[src/design/uvst_pkg.sv]
// Package with the shared sizes, operation codes and sequencer states of the value set table.
`timescale 1ns / 1ps

package uvst_pkg;

    localparam int CAPACITY = 16;
    localparam int DATA_W   = 32;
    localparam int IDX_W    = $clog2(CAPACITY);
    localparam int CNT_W    = $clog2(CAPACITY + 1);
    localparam int OP_W     = 2;
    localparam int CFG_W    = 5;
    localparam int CFG_RESET = 16;

    localparam logic [OP_W-1:0] OP_INSERT = 2'd0;
    localparam logic [OP_W-1:0] OP_REMOVE = 2'd1;
    localparam logic [OP_W-1:0] OP_LOOKUP = 2'd2;

    typedef enum logic [1:0] {
        S_IDLE,
        S_SCAN,
        S_FINISH
    } seq_state_t;

endpackage

[src/design/uvst_ram.sv]
// Single-port-write, single-port-read synchronous RAM with registered read data.
`timescale 1ns / 1ps

module uvst_ram #(
    parameter int DEPTH = 16,
    parameter int WIDTH = 32
) (
    input  logic                     clk,
    input  logic                     we,
    input  logic [$clog2(DEPTH)-1:0] waddr,
    input  logic [WIDTH-1:0]         wdata,
    input  logic                     re,
    input  logic [$clog2(DEPTH)-1:0] raddr,
    output logic [WIDTH-1:0]         rdata
);

    logic [WIDTH-1:0] mem [DEPTH];
    logic [WIDTH-1:0] rdata_reg;

    always_ff @(posedge clk)
    begin
        if (we)
        begin
            mem[waddr] <= wdata;
        end
    end

    always_ff @(posedge clk)
    begin
        if (re)
        begin
            rdata_reg <= mem[raddr];
        end
    end

    assign rdata = rdata_reg;

endmodule

[src/design/unique_value_set_table.sv]
// Top level of the value set table: request sequencer, entry memory and result register.
//
//   channel   direction  handshake              payload
//   in        receive    in_valid / in_stall    op, value, index
//   out       send       out_valid / out_stall  ok, found, removed_value, count_after
//   cfg       receive    cfg_we                 cfg_wdata (capacity_in_use)
//
// One request at a time. Insert and lookup end the scan early on a match; a failed
// remove or unused code 3 reads no entry. The entries sit in one RAM with one read and
// one write port, one entry a cycle. Reset clears the count, the sequencer and the
// valid flags and loads the reset capacity; entries above the count are never read.
// A finished result waits in its state until the output register is free; the output
// register holds a result under out_stall while the next request is already accepted.
`timescale 1ns / 1ps

module unique_value_set_table
    import uvst_pkg::*;
(
    input  logic                     clk,
    input  logic                     rst_n,
    input  logic                     in_valid,
    output logic                     in_stall,
    input  logic [OP_W-1:0]          op,
    input  logic signed [DATA_W-1:0] value,
    input  logic [IDX_W-1:0]         index,
    output logic                     out_valid,
    input  logic                     out_stall,
    output logic                     ok,
    output logic                     found,
    output logic signed [DATA_W-1:0] removed_value,
    output logic [CNT_W-1:0]         count_after,
    input  logic                     cfg_we,
    input  logic [CFG_W-1:0]         cfg_wdata
);

    seq_state_t state_reg, state_next;

    logic [CFG_W-1:0]  capacity_in_use_reg;
    logic [CNT_W-1:0]  valid_count_reg, valid_count_next;
    logic [OP_W-1:0]   op_reg, op_next;
    logic [DATA_W-1:0] value_reg, value_next;
    logic [IDX_W-1:0]  index_reg, index_next;
    logic [CNT_W-1:0]  ptr_reg, ptr_next;
    logic [IDX_W-1:0]  last_addr_reg, last_addr_next;
    logic              pend_reg, pend_next;
    logic              hit_reg, hit_next;
    logic [DATA_W-1:0] removed_reg, removed_next;

    logic              out_valid_reg, out_valid_next;
    logic              ok_reg, ok_next;
    logic              found_reg, found_next;
    logic [DATA_W-1:0] removed_out_reg, removed_out_next;
    logic [CNT_W-1:0]  count_out_reg, count_out_next;

    logic              accept;
    logic              can_load;
    logic              issue;
    logic              is_search;
    logic              remove_valid;
    logic              insert_ok;
    logic [CNT_W-1:0]  limit;

    logic              mem_we;
    logic [IDX_W-1:0]  mem_waddr;
    logic [DATA_W-1:0] mem_wdata;
    logic              mem_re;
    logic [IDX_W-1:0]  mem_raddr;
    logic [DATA_W-1:0] mem_rdata;

    uvst_ram #(
        .DEPTH (CAPACITY),
        .WIDTH (DATA_W)
    ) u_ram (
        .clk   (clk),
        .we    (mem_we),
        .waddr (mem_waddr),
        .wdata (mem_wdata),
        .re    (mem_re),
        .raddr (mem_raddr),
        .rdata (mem_rdata)
    );

    assign in_stall = (state_reg != S_IDLE);
    assign accept   = in_valid && !in_stall;
    assign can_load = !out_valid_reg || !out_stall;
    assign issue    = (ptr_reg < valid_count_reg);
    assign is_search = (op_reg == OP_INSERT) || (op_reg == OP_LOOKUP);

    // The limit in force saturates at the built depth.
    assign limit = (32'(capacity_in_use_reg) < 32'(CAPACITY)) ?
                   CNT_W'(capacity_in_use_reg) : CNT_W'(CAPACITY);

    assign remove_valid = (CNT_W'(index_reg) < valid_count_reg);
    assign insert_ok    = !hit_reg && (valid_count_reg < limit);

    // Next state
    always_comb
    begin
        state_next = state_reg;
        case (state_reg)
            S_IDLE:
            begin
                if (accept)
                begin
                    state_next = S_SCAN;
                end
            end
            S_SCAN:
            begin
                if (pend_reg && is_search && (mem_rdata == value_reg))
                begin
                    state_next = S_FINISH;
                end
                else if (!issue && !pend_reg)
                begin
                    state_next = S_FINISH;
                end
            end
            S_FINISH:
            begin
                if (can_load)
                begin
                    state_next = S_IDLE;
                end
            end
            default:
            begin
                state_next = S_IDLE;
            end
        endcase
    end

    // Datapath and memory control
    always_comb
    begin
        op_next          = op_reg;
        value_next       = value_reg;
        index_next       = index_reg;
        ptr_next         = ptr_reg;
        last_addr_next   = last_addr_reg;
        pend_next        = 1'b0;
        hit_next         = hit_reg;
        removed_next     = removed_reg;
        valid_count_next = valid_count_reg;
        out_valid_next   = out_valid_reg && out_stall;
        ok_next          = ok_reg;
        found_next       = found_reg;
        removed_out_next = removed_out_reg;
        count_out_next   = count_out_reg;
        mem_we           = 1'b0;
        mem_waddr        = ptr_reg[IDX_W-1:0];
        mem_wdata        = value_reg;
        mem_re           = 1'b0;
        mem_raddr        = ptr_reg[IDX_W-1:0];

        case (state_reg)
            S_IDLE:
            begin
                if (accept)
                begin
                    op_next      = op;
                    value_next   = $unsigned(value);
                    index_next   = index;
                    hit_next     = 1'b0;
                    removed_next = '0;
                    // A scan that starts at the count ends at once.
                    if ((op == OP_INSERT) || (op == OP_LOOKUP))
                    begin
                        ptr_next = '0;
                    end
                    else if ((op == OP_REMOVE) && (CNT_W'(index) < valid_count_reg))
                    begin
                        ptr_next = CNT_W'(index);
                    end
                    else
                    begin
                        ptr_next = valid_count_reg;
                    end
                end
            end
            S_SCAN:
            begin
                if (issue)
                begin
                    mem_re         = 1'b1;
                    ptr_next       = ptr_reg + CNT_W'(1);
                    last_addr_next = ptr_reg[IDX_W-1:0];
                    pend_next      = 1'b1;
                end
                if (pend_reg)
                begin
                    if (is_search)
                    begin
                        if (mem_rdata == value_reg)
                        begin
                            hit_next = 1'b1;
                        end
                    end
                    else if (last_addr_reg == index_reg)
                    begin
                        removed_next = mem_rdata;
                    end
                    else
                    begin
                        // Later entries move down one slot.
                        mem_we    = 1'b1;
                        mem_waddr = last_addr_reg - IDX_W'(1);
                        mem_wdata = mem_rdata;
                    end
                end
            end
            S_FINISH:
            begin
                if (can_load)
                begin
                    out_valid_next   = 1'b1;
                    ok_next          = 1'b0;
                    found_next       = 1'b0;
                    removed_out_next = '0;
                    case (op_reg)
                        OP_INSERT:
                        begin
                            found_next = hit_reg;
                            if (insert_ok)
                            begin
                                ok_next          = 1'b1;
                                mem_we           = 1'b1;
                                mem_waddr        = valid_count_reg[IDX_W-1:0];
                                mem_wdata        = value_reg;
                                valid_count_next = valid_count_reg + CNT_W'(1);
                            end
                        end
                        OP_REMOVE:
                        begin
                            if (remove_valid)
                            begin
                                ok_next          = 1'b1;
                                removed_out_next = removed_reg;
                                valid_count_next = valid_count_reg - CNT_W'(1);
                            end
                        end
                        OP_LOOKUP:
                        begin
                            found_next = hit_reg;
                            ok_next    = hit_reg;
                        end
                        default:
                        begin
                            ok_next = 1'b0;
                        end
                    endcase
                    count_out_next = valid_count_next;
                end
            end
            default:
            begin
                pend_next = 1'b0;
            end
        endcase
    end

    always_ff @(posedge clk or negedge rst_n)
    begin
        if (!rst_n)
        begin
            state_reg           <= S_IDLE;
            valid_count_reg     <= '0;
            capacity_in_use_reg <= CFG_W'(CFG_RESET);
            out_valid_reg       <= 1'b0;
            pend_reg            <= 1'b0;
        end
        else
        begin
            state_reg       <= state_next;
            valid_count_reg <= valid_count_next;
            out_valid_reg   <= out_valid_next;
            pend_reg        <= pend_next;
            if (cfg_we)
            begin
                capacity_in_use_reg <= cfg_wdata;
            end
        end
    end

    always_ff @(posedge clk)
    begin
        op_reg          <= op_next;
        value_reg       <= value_next;
        index_reg       <= index_next;
        ptr_reg         <= ptr_next;
        last_addr_reg   <= last_addr_next;
        hit_reg         <= hit_next;
        removed_reg     <= removed_next;
        ok_reg          <= ok_next;
        found_reg       <= found_next;
        removed_out_reg <= removed_out_next;
        count_out_reg   <= count_out_next;
    end

    assign out_valid     = out_valid_reg;
    assign ok            = ok_reg;
    assign found         = found_reg;
    assign removed_value = $signed(removed_out_reg);
    assign count_after   = count_out_reg;

`ifndef SYNTHESIS
    a_count_bound: assert property (@(posedge clk) disable iff (!rst_n)
        valid_count_reg <= CNT_W'(CAPACITY))
        else $error("entry count exceeds the table depth");

    a_count_matches: assert property (@(posedge clk) disable iff (!rst_n)
        out_valid_reg |-> (count_out_reg == valid_count_reg))
        else $error("reported count differs from the table count");

    a_removed_only_on_remove: assert property (@(posedge clk) disable iff (!rst_n)
        (out_valid_reg && (removed_out_reg != '0)) |-> (ok_reg && !found_reg))
        else $error("removed value reported without a successful removal");

    a_no_write_idle: assert property (@(posedge clk) disable iff (!rst_n)
        mem_we |-> (state_reg != S_IDLE))
        else $error("entry memory written while idle");

    a_count_step: assert property (@(posedge clk) disable iff (!rst_n)
        (state_reg != S_FINISH) |=> (valid_count_reg == $past(valid_count_reg)))
        else $error("entry count changed outside the finishing step");
`endif

endmodule

[config.mk]
export PLATFORM = sky130hd
export DESIGN_NAME = unique_value_set_table
export DESIGN_NICKNAME = d
export VERILOG_FILES = /design/src/design/uvst_pkg.sv /design/src/design/uvst_ram.sv /design/src/design/unique_value_set_table.sv
export SDC_FILE = /design/constraint.sdc
export NUM_CORES = 1
export LEC_CHECK = 0
export BUFFER_PORTS_ARGS = -buffer_cell sky130_fd_sc_hd__buf_2
export CAP_MARGIN = 15
export CORE_MARGIN = 1
export CORE_UTILIZATION = 45
export DETAILED_ROUTE_END_ITERATION = 16
export SLEW_MARGIN = 20
export SYNTH_ARGS = -nofsm -noshare
export SYNTH_HDL_FRONTEND = slang
export SYNTH_SLANG_ARGS = --single-unit
[constraint.sdc]
create_clock -name clk -period 4.84 [get_ports clk]
set_input_delay 0.242 -clock clk [delete_from_list [all_inputs] [get_ports clk]]
set_output_delay 0.242 -clock clk [all_outputs]
set_load 0.02 [all_outputs]
==> summary.txt, run 1 <==
Run status
  • Status: finished clean

Pwr
  • Combinational share of power: 0.265
  • Clock Power Share: 0.303
  • P per Cell Area: 587 mW/mm^2
  • Part of the power in registers: 0.432
  • Psw: 0.00537 W
  • Sw Share: 0.294
  • Leakage: 10.1 nW
  • IR drop worst, VDD: 0.000390 V
  • Internal power: 0.0129 W

Final layout
  • Area of the multi-input gates: 0.00626 mm^2
  • Area grow syn2layout: 16.7%
  • Diodes inserted: 0
  • Reg area: 0.0203 mm^2
  • Biggest register: u_ram.mem
  • Number of flip-flops in the largest register: 512
  • Final nets: 1499
  • Share of cells above drive strength 1: 0.305
  • Layout fillers: 4514
  • Final core occ: 0.536

Routing
  • Residual DRC: 0
  • Routed WL per cell: 26.3 um
  • DR vias/cell: 5.67
  • Via count: 12700
  • 1st-iter DRT viols: 1073
  • DR pass1 iterations: 5
  • Final wirelength: 59000 um
  • Routed Antenna Nets: 0

Floorplanning
  • I/O pin count: 89
  • DIE HEIGHT: 245 um
  • Starting Density: 0.459
  • Chip width: 245 um
  • Core Region: 0.0581 mm^2
  • Core Rows: 88
  • Die area: 0.0602 mm^2

Global routing
  • Largest net degree at the start of global routing: 132
  • GR Overflow Total: 0
  • Total Routing Usage GR: 0.200
  • First-pass GRT wire length: 86500 um
  • Initial antenna violation count: 0
  • Vias in the first global route: 13000

Clocking
  • Post-CTS Resized: 0
  • Worst skew pair latency: 0.61 ns
  • Total CTS buffers: 72
  • Max H-tree Level: 3
  • CTS tree: built
  • Root Buffer: clkbuf_16
  • Clk sinks: 677
  • CTS max path bufs: 3
  • Worst-path clk slew: 0.06 ns

Place
  • IO Port Bufs: 88
  • Gpl congestion: 0.770
  • Hpwl dp: 32700 um
  • Place WS: 1.06 ns

STA
  • Peak Freq: 263 MHz
  • Final hold slack: 0.0794 ns
  • Hold Vio Cnt, Final: 0
  • Setup Viol. Count Final: 0
  • Setup TNS: 0 ns
  • Min cycle time layout: 3.80 ns
  • RSZ-0062 raised after global routing: no
  • Rel. slew slack: 0.310
  • Clk_skew: 0.0261 ns
  • Worst Slack Setup Final: 1.04 ns
  • Period utilization: 0.784
  • Worst Max-Slew Pin Slew: 1.04 ns
  • Fin. max-slew vios: 0

Synthesis
  • Top cells by count, synth: 663 x edfxtp_1, 160 x mux4_2, 66 x and2_1
  • Top post-synthesis cells by area: edfxtp_1 75%, mux4_2 14%, and2_1 1.5%, mux2_2 1.5%, xnor2_1 1.4%
  • Register area share after synthesis: 0.760
  • Post-synth EDFFs: 663
  • Synth top area share: 0.746
  • Yosys cell types: 59
  • Ys async rst share: 0.0207
  • Syn nets: 1311
  • Avg Cell Area, Syn: 21.5 um^2
  • Synth Flop Type: edfxtp_1
  • Post-synth top area cell: edfxtp_1
  • Synth warn: 0
  • #FFs+latches synth: 677
  • Netlist Area Pre-Place: 0.0267 mm^2
  • Most numerous cell in the Yosys netlist: edfxtp_1
  • Post-Synthesis Cells: 1241

Worst setup path
  • FF-to-FF setup slack: 1.04 ns
  • Crit. End Element: flip-flop
  • CP required: 5.07 ns
  • CP Launch Type: flip-flop
  • Kind of critical path: flip-flop to flip-flop
  • Worst EP arrival: 4.03 ns
  • Max FO, Critical Path: 32

Min path
  • Worst hold path type: input port to async pin

Flow run
  • Max Cap Viol: 0
[stage by stage]
stage	power, W	instance area [um^2]	std cells
after floorplan	0.0112	26700	1241
after global placement	0.0128	28300	2069
after detailed placement	0.0129	28300	2069
after CTS	0.0185	31100	2247
after global routing	0.0191	31100	2247
final	0.0183	31100	2247
[cell usage in the layout (no fill, tap or decap), types with 5 or more instances in the layout]
master	n
a21oi_1	5
a31oi_1	6
and2_1	65
and3_1	7
buf_2	88
buf_4	31
bufinv_16	10
clkbuf_1	9
clkbuf_16	74
clkinv_1	14
clkinv_2	13
dfrtp_1	13
dlygate4sd3_1	51
edfxtp_1	663
ha_1	21
inv_1	14
mux2_2	36
mux2i_1	5
mux4_2	160
nand2_1	19
nand2b_1	6
nand3_1	7
nand4_1	7
nor2_1	9
nor3_1	6
nor3_2	12
o21ai_0	7
xnor2_1	42
xor2_1	7
[power groups by stage]
| stage | clock network, W | registers [W] | logic (W) |
|---|---|---|---|
| 2_1_floorplan | 0 | 0.00795 | 0.00329 |
| 3_3_place_gp | 0 | 0.00800 | 0.00484 |
| 3_5_place_dp | 0 | 0.00801 | 0.00489 |
| 4_1_cts | 0.00567 | 0.00790 | 0.00495 |
| 5_1_grt | 0.00589 | 0.00795 | 0.00522 |
| 6_report | 0.00553 | 0.00789 | 0.00484 |
[per-layer routing]
layer,global-route usage,up-vias,part of all wire
li1,-,5507,-
met1,0.281,6811,0.44
met2,0.319,342,0.48
met3,0.0370,82,0.054
met4,0.0649,0,0.022
met5,0,-,0
[final cells by class]
cell class / count / area share
clock inverters: 44 / 0.0155
clock buffers: 83 / 0.0606
multi-input cells: 490 / 0.201
inverters: 16 / 0.00193
flip-flops and latches: 677 / 0.651
repair buffers: 172 / 0.0393
well taps: 765 / 0.0307
[worst paths after layout]
path / start / end / depth (start not counted)
setup / recovery: capacity_in_use_reg[4]$_DFFE_PN1P_ / u_ram.mem[8][7]$_DFFE_PP_ / 9
setup reg to reg: capacity_in_use_reg[4]$_DFFE_PN1P_ / u_ram.mem[8][7]$_DFFE_PP_ / 9
hold / removal: rst_n / capacity_in_use_reg[3]$_DFFE_PN0P_ / 2
min in group clk: in_valid / state_reg[1]$_DFFE_PN0P_ / 4
hold reg to reg: removed_reg[7]$_SDFFCE_PN0P_ / removed_value[7]$_SDFFCE_PN0P_ / 1
max in group asynchronous: rst_n / capacity_in_use_reg[4]$_DFFE_PN1P_ / 2
[kinds of logic after synthesis]
family | share of synthesized area
DFF | 0.760
muxes | 0.153
and+or+nand+nor | 0.0352
buffers and inverters | 0.0107
AOI/OAI and AO/OA | 0.0153
xor gates and xnor gates | 0.0161
adders and majority gates | 0.0103
[critical path, cell delays in order (launching register included)]
cell and delay (ns):
dfstp_2 0.51, inv_1 0.09, ha_1 0.24, or4_4 0.53, a221oi_2 0.23, a21oi_1 0.13, or3_1 0.38, or4b_4 0.64
nor3_4 0.13, buf_4 0.50
[repair_timing]
action                                 in CTS  in global routing
setup buffers                               0                  0
hold buffers                               51                  0
endpoints found under the hold margin      58                  0
(Power assumes the default switching activity.)
==> inputs of run 2 (changes only) <==
clock period = 3.7 ns   (was 4.84 ns; I/O delays follow)
==> run 2 against run 1 <==
Effect of this change: wire length rose by 1.4%; highest routed layer unchanged; global-route usage rose by 0.44 points; non-clock buffer count rose by 18; final area rose by 0.54%; register-to-register slack got worse by 0.79 ns; critical path type unchanged; total power rose by 29%; setup slack got worse by 0.79 ns.
==> summary.txt, run 2 (synthesis results as in run 1) <==
Run status
  • Status: finished clean

Global routing
  • Largest net degree at the start of global routing: 77 (-42%)
  • GR peak layer: met2
  • M2 GR Usage: 0.319 (about the same)
  • GR Overflow Total: 0 (unchanged)
  • Met3 Usage GRT: 0.0361 (-0.000873)
  • Vias in the first global route: 13300 (+1.7%)
  • Initial antenna violation count: 1 (+1)
  • First-pass GRT wire length: 88300 um (+2.1%)
  • Met1 usage: 0.299 (+0.0178)
  • Total Routing Usage GR: 0.205 (+0.00436)

STA
  • Rel. slew slack: 0.360 (+0.0505)
  • Final hold slack: 0.0535 ns (-0.0259 ns)
  • Fin. max-slew vios: 0 (unchanged)
  • Setup TNS: 0 ns (unchanged)
  • Worst Slack Setup Final: 0.252 ns (-0.792 ns)
  • RSZ-0062 raised after global routing: no
  • Min cycle time layout: 3.45 ns (-0.348 ns)
  • Peak Freq: 290 MHz (+10%)
  • Setup Viol. Count Final: 0 (unchanged)
  • Clk_skew: 0.0248 ns (-0.00127 ns)
  • Period utilization: 0.932 (+0.148)
  • Worst Max-Slew Pin Slew: 0.960 ns (-0.0758 ns)
  • Hold Vio Cnt, Final: 0 (unchanged)

Pwr
  • Sw Share: 0.304 (+0.0104)
  • Clock Power Share: 0.281 (-0.022)
  • Combinational share of power: 0.285 (+0.020)
  • Leakage: 10.2 nW (+0.52%)
  • IR drop worst, VDD: 0.000453 V (+16%)
  • P per Cell Area: 754 mW/mm^2 (+29%)
  • Psw: 0.00718 W (+34%)
  • Internal power: 0.0164 W (+27%)
  • Part of the power in registers: 0.434 (+0.002)

Worst setup path
  • Max FO, Critical Path: 12 (-63%)
  • Crit-path max cell delay: 0.63 ns (about the same)
  • Reg-to-Reg End: u_ram.mem[8][8]$_DFFE_PP_
  • CP max-delay cell: or4b_4
  • FF-to-FF setup slack: 0.25 ns (-0.79 ns)
  • Critical path capture point: u_ram.mem[8][8]$_DFFE_PP_
  • CP Launch Type: flip-flop
  • Kind of critical path: flip-flop to flip-flop
  • Worst EP arrival: 3.74 ns (-0.29 ns)
  • Critical register-to-register path startpoint: capacity_in_use_reg[4]$_DFFE_PN1P_
  • Reg2reg path depth: 9 (unchanged)
  • CP required: 3.99 ns (-1.08 ns)
  • Crit. End Element: flip-flop
  • Crit path launch: capacity_in_use_reg[4]$_DFFE_PN1P_
  • Cell Chain, Critical Path: inv_4 > ha_4 > or4_4 > a221oi_2 > a21oi_1 > or3_1 > or4b_4 > nor3_4 > buf_4

Clocking
  • Clk sinks: 677 (unchanged)
  • Worst skew pair latency: 0.61 ns (about the same)
  • Total CTS buffers: 72 (unchanged)
  • CTS tree: built
  • CTS max path bufs: 3 (unchanged)
  • Post-CTS Setup Inserts: 0 (unchanged)
  • Worst-path clk slew: 0.06 ns (about the same)
  • Max H-tree Level: 3 (unchanged)
  • Root Buffer: clkbuf_16

Final layout
  • Final nets: 1517 (+1.2%)
  • Area grow syn2layout: 17.4%
  • Final instance area: 0.0313 mm^2 (+0.54%)
  • Share of cells above drive strength 1: 0.311 (+0.00563)
  • Biggest register: u_ram.mem
  • Number of flip-flops in the largest register: 512 (unchanged)
  • Commonest non-fill, non-tap cells in the layout: 663 x edfxtp_1, 160 x mux4_2, 88 x buf_2, 73 x clkbuf_16, 65 x and2_1
  • Layout fillers: 4463 (-1.1%)
  • Most common cell after layout, fill and taps aside: edfxtp_1

Floorplanning
  • DIE HEIGHT: 245 um (unchanged)
  • Core Rows: 88 (unchanged)
  • I/O pin count: 89 (unchanged)
  • Chip width: 245 um (unchanged)
  • Die area: 0.0602 mm^2 (unchanged)
  • Starting Density: 0.459 (unchanged)
  • Core Region: 0.0581 mm^2 (unchanged)

Routing
  • Residual DRC: 0 (unchanged)
  • Routed WL per cell: 26.4 um (+0.68%)
  • DR vias/cell: 5.64 (-0.51%)
  • 1st-iter DRT viols: 1097 (+2.2%)
  • Routed Antenna Nets: 0 (unchanged)
  • DR pass1 iterations: 8 (+3)
  • Via count: 12800 (+0.20%)
  • Final wirelength: 59800 um (+1.4%)

Flow run
  • Max Cap Viol: 0 (unchanged)

Place
  • DP Area: 0.0287 mm^2 (+1.4%)
  • Place WS: 0.300 ns (-0.760 ns)
  • Gpl congestion: 0.767 (-0.36%)
  • Hpwl dp: 36000 um (+10%)
  • IO Port Bufs: 88 (unchanged)

Min path
  • Worst hold path type: input port to async pin
[run 2: worst min path at each step]
stage / from / to / slack (ns) / cells after the start
global route: rst_n / capacity_in_use_reg[4]$_DFFE_PN1P_ / 0.07 / 2
floorplan: rst_n / capacity_in_use_reg[0]$_DFFE_PN0P_ / -0.11 / 0
detailed placement: rst_n / capacity_in_use_reg[0]$_DFFE_PN0P_ / 0.12 / 1
global placement: rst_n / capacity_in_use_reg[0]$_DFFE_PN0P_ / 0.11 / 1
finish: rst_n / capacity_in_use_reg[4]$_DFFE_PN1P_ / 0.05 / 2
CTS: rst_n / capacity_in_use_reg[4]$_DFFE_PN1P_ / 0.009 / 2
[run 2: through the flow]
step / power, W / cells / util
2_1_floorplan: 0.0148 / 1241 / -
3_3_place_gp: 0.0172 / 2086 / 0.493
3_5_place_dp: 0.0172 / 2086 / 0.493
4_1_cts: 0.0239 / 2262 / 0.538
5_1_grt: 0.0246 / 2262 / 0.538
6_report: 0.0236 / 2263 / 0.538
[run 2: layout make-up]
type / count / area (um^2) / share of cell area
Tap cell: 765 / 957 / 0.0306
Inverter: 16 / 62.6 / 0.00200
Clock buffer: 91 / 1890 / 0.0605
Clock inverter: 33 / 229 / 0.00732
Antenna cell: 1 / 2.50 / 0.0000799
Timing Repair Buffer: 190 / 1520 / 0.0487
Sequential cell: 677 / 20300 / 0.647
Multi-Input combinational cell: 490 / 6370 / 0.204
[run 2: power by group through the flow]
stage | Sequential [W] | Combinational [W] | Clock, W
floorplan | 0.0104 | 0.00444 | 0
global placement | 0.0104 | 0.00679 | 0
detailed placement | 0.0104 | 0.00682 | 0
CTS | 0.0103 | 0.00689 | 0.00677
global route | 0.0103 | 0.00727 | 0.00705
finish | 0.0102 | 0.00674 | 0.00663
[run 2: critical path: cells and delay by family, from the launching register on]
kind / cells / cell delay [ns]
and+or+nand+nor: 4 / 1.75
adders and majority gates: 1 / 0.16
DFF: 1 / 0.54
AOI/OAI and AO/OA: 2 / 0.35
buffers and inverters: 2 / 0.32
[run 2: what timing repair did]
item	CTS	global route
hold endpoints to repair	61	0
resized for setup	0	0
hold buffers	52	0
[run 2: metal layers]
layer	wire, um	vias to the layer above	part of all wire
li1	-	5542	-
met1	26800	6780	0.45
met2	28500	377	0.48
met3	3530	68	0.059
met4	1010	0	0.017
met5	0	-	0
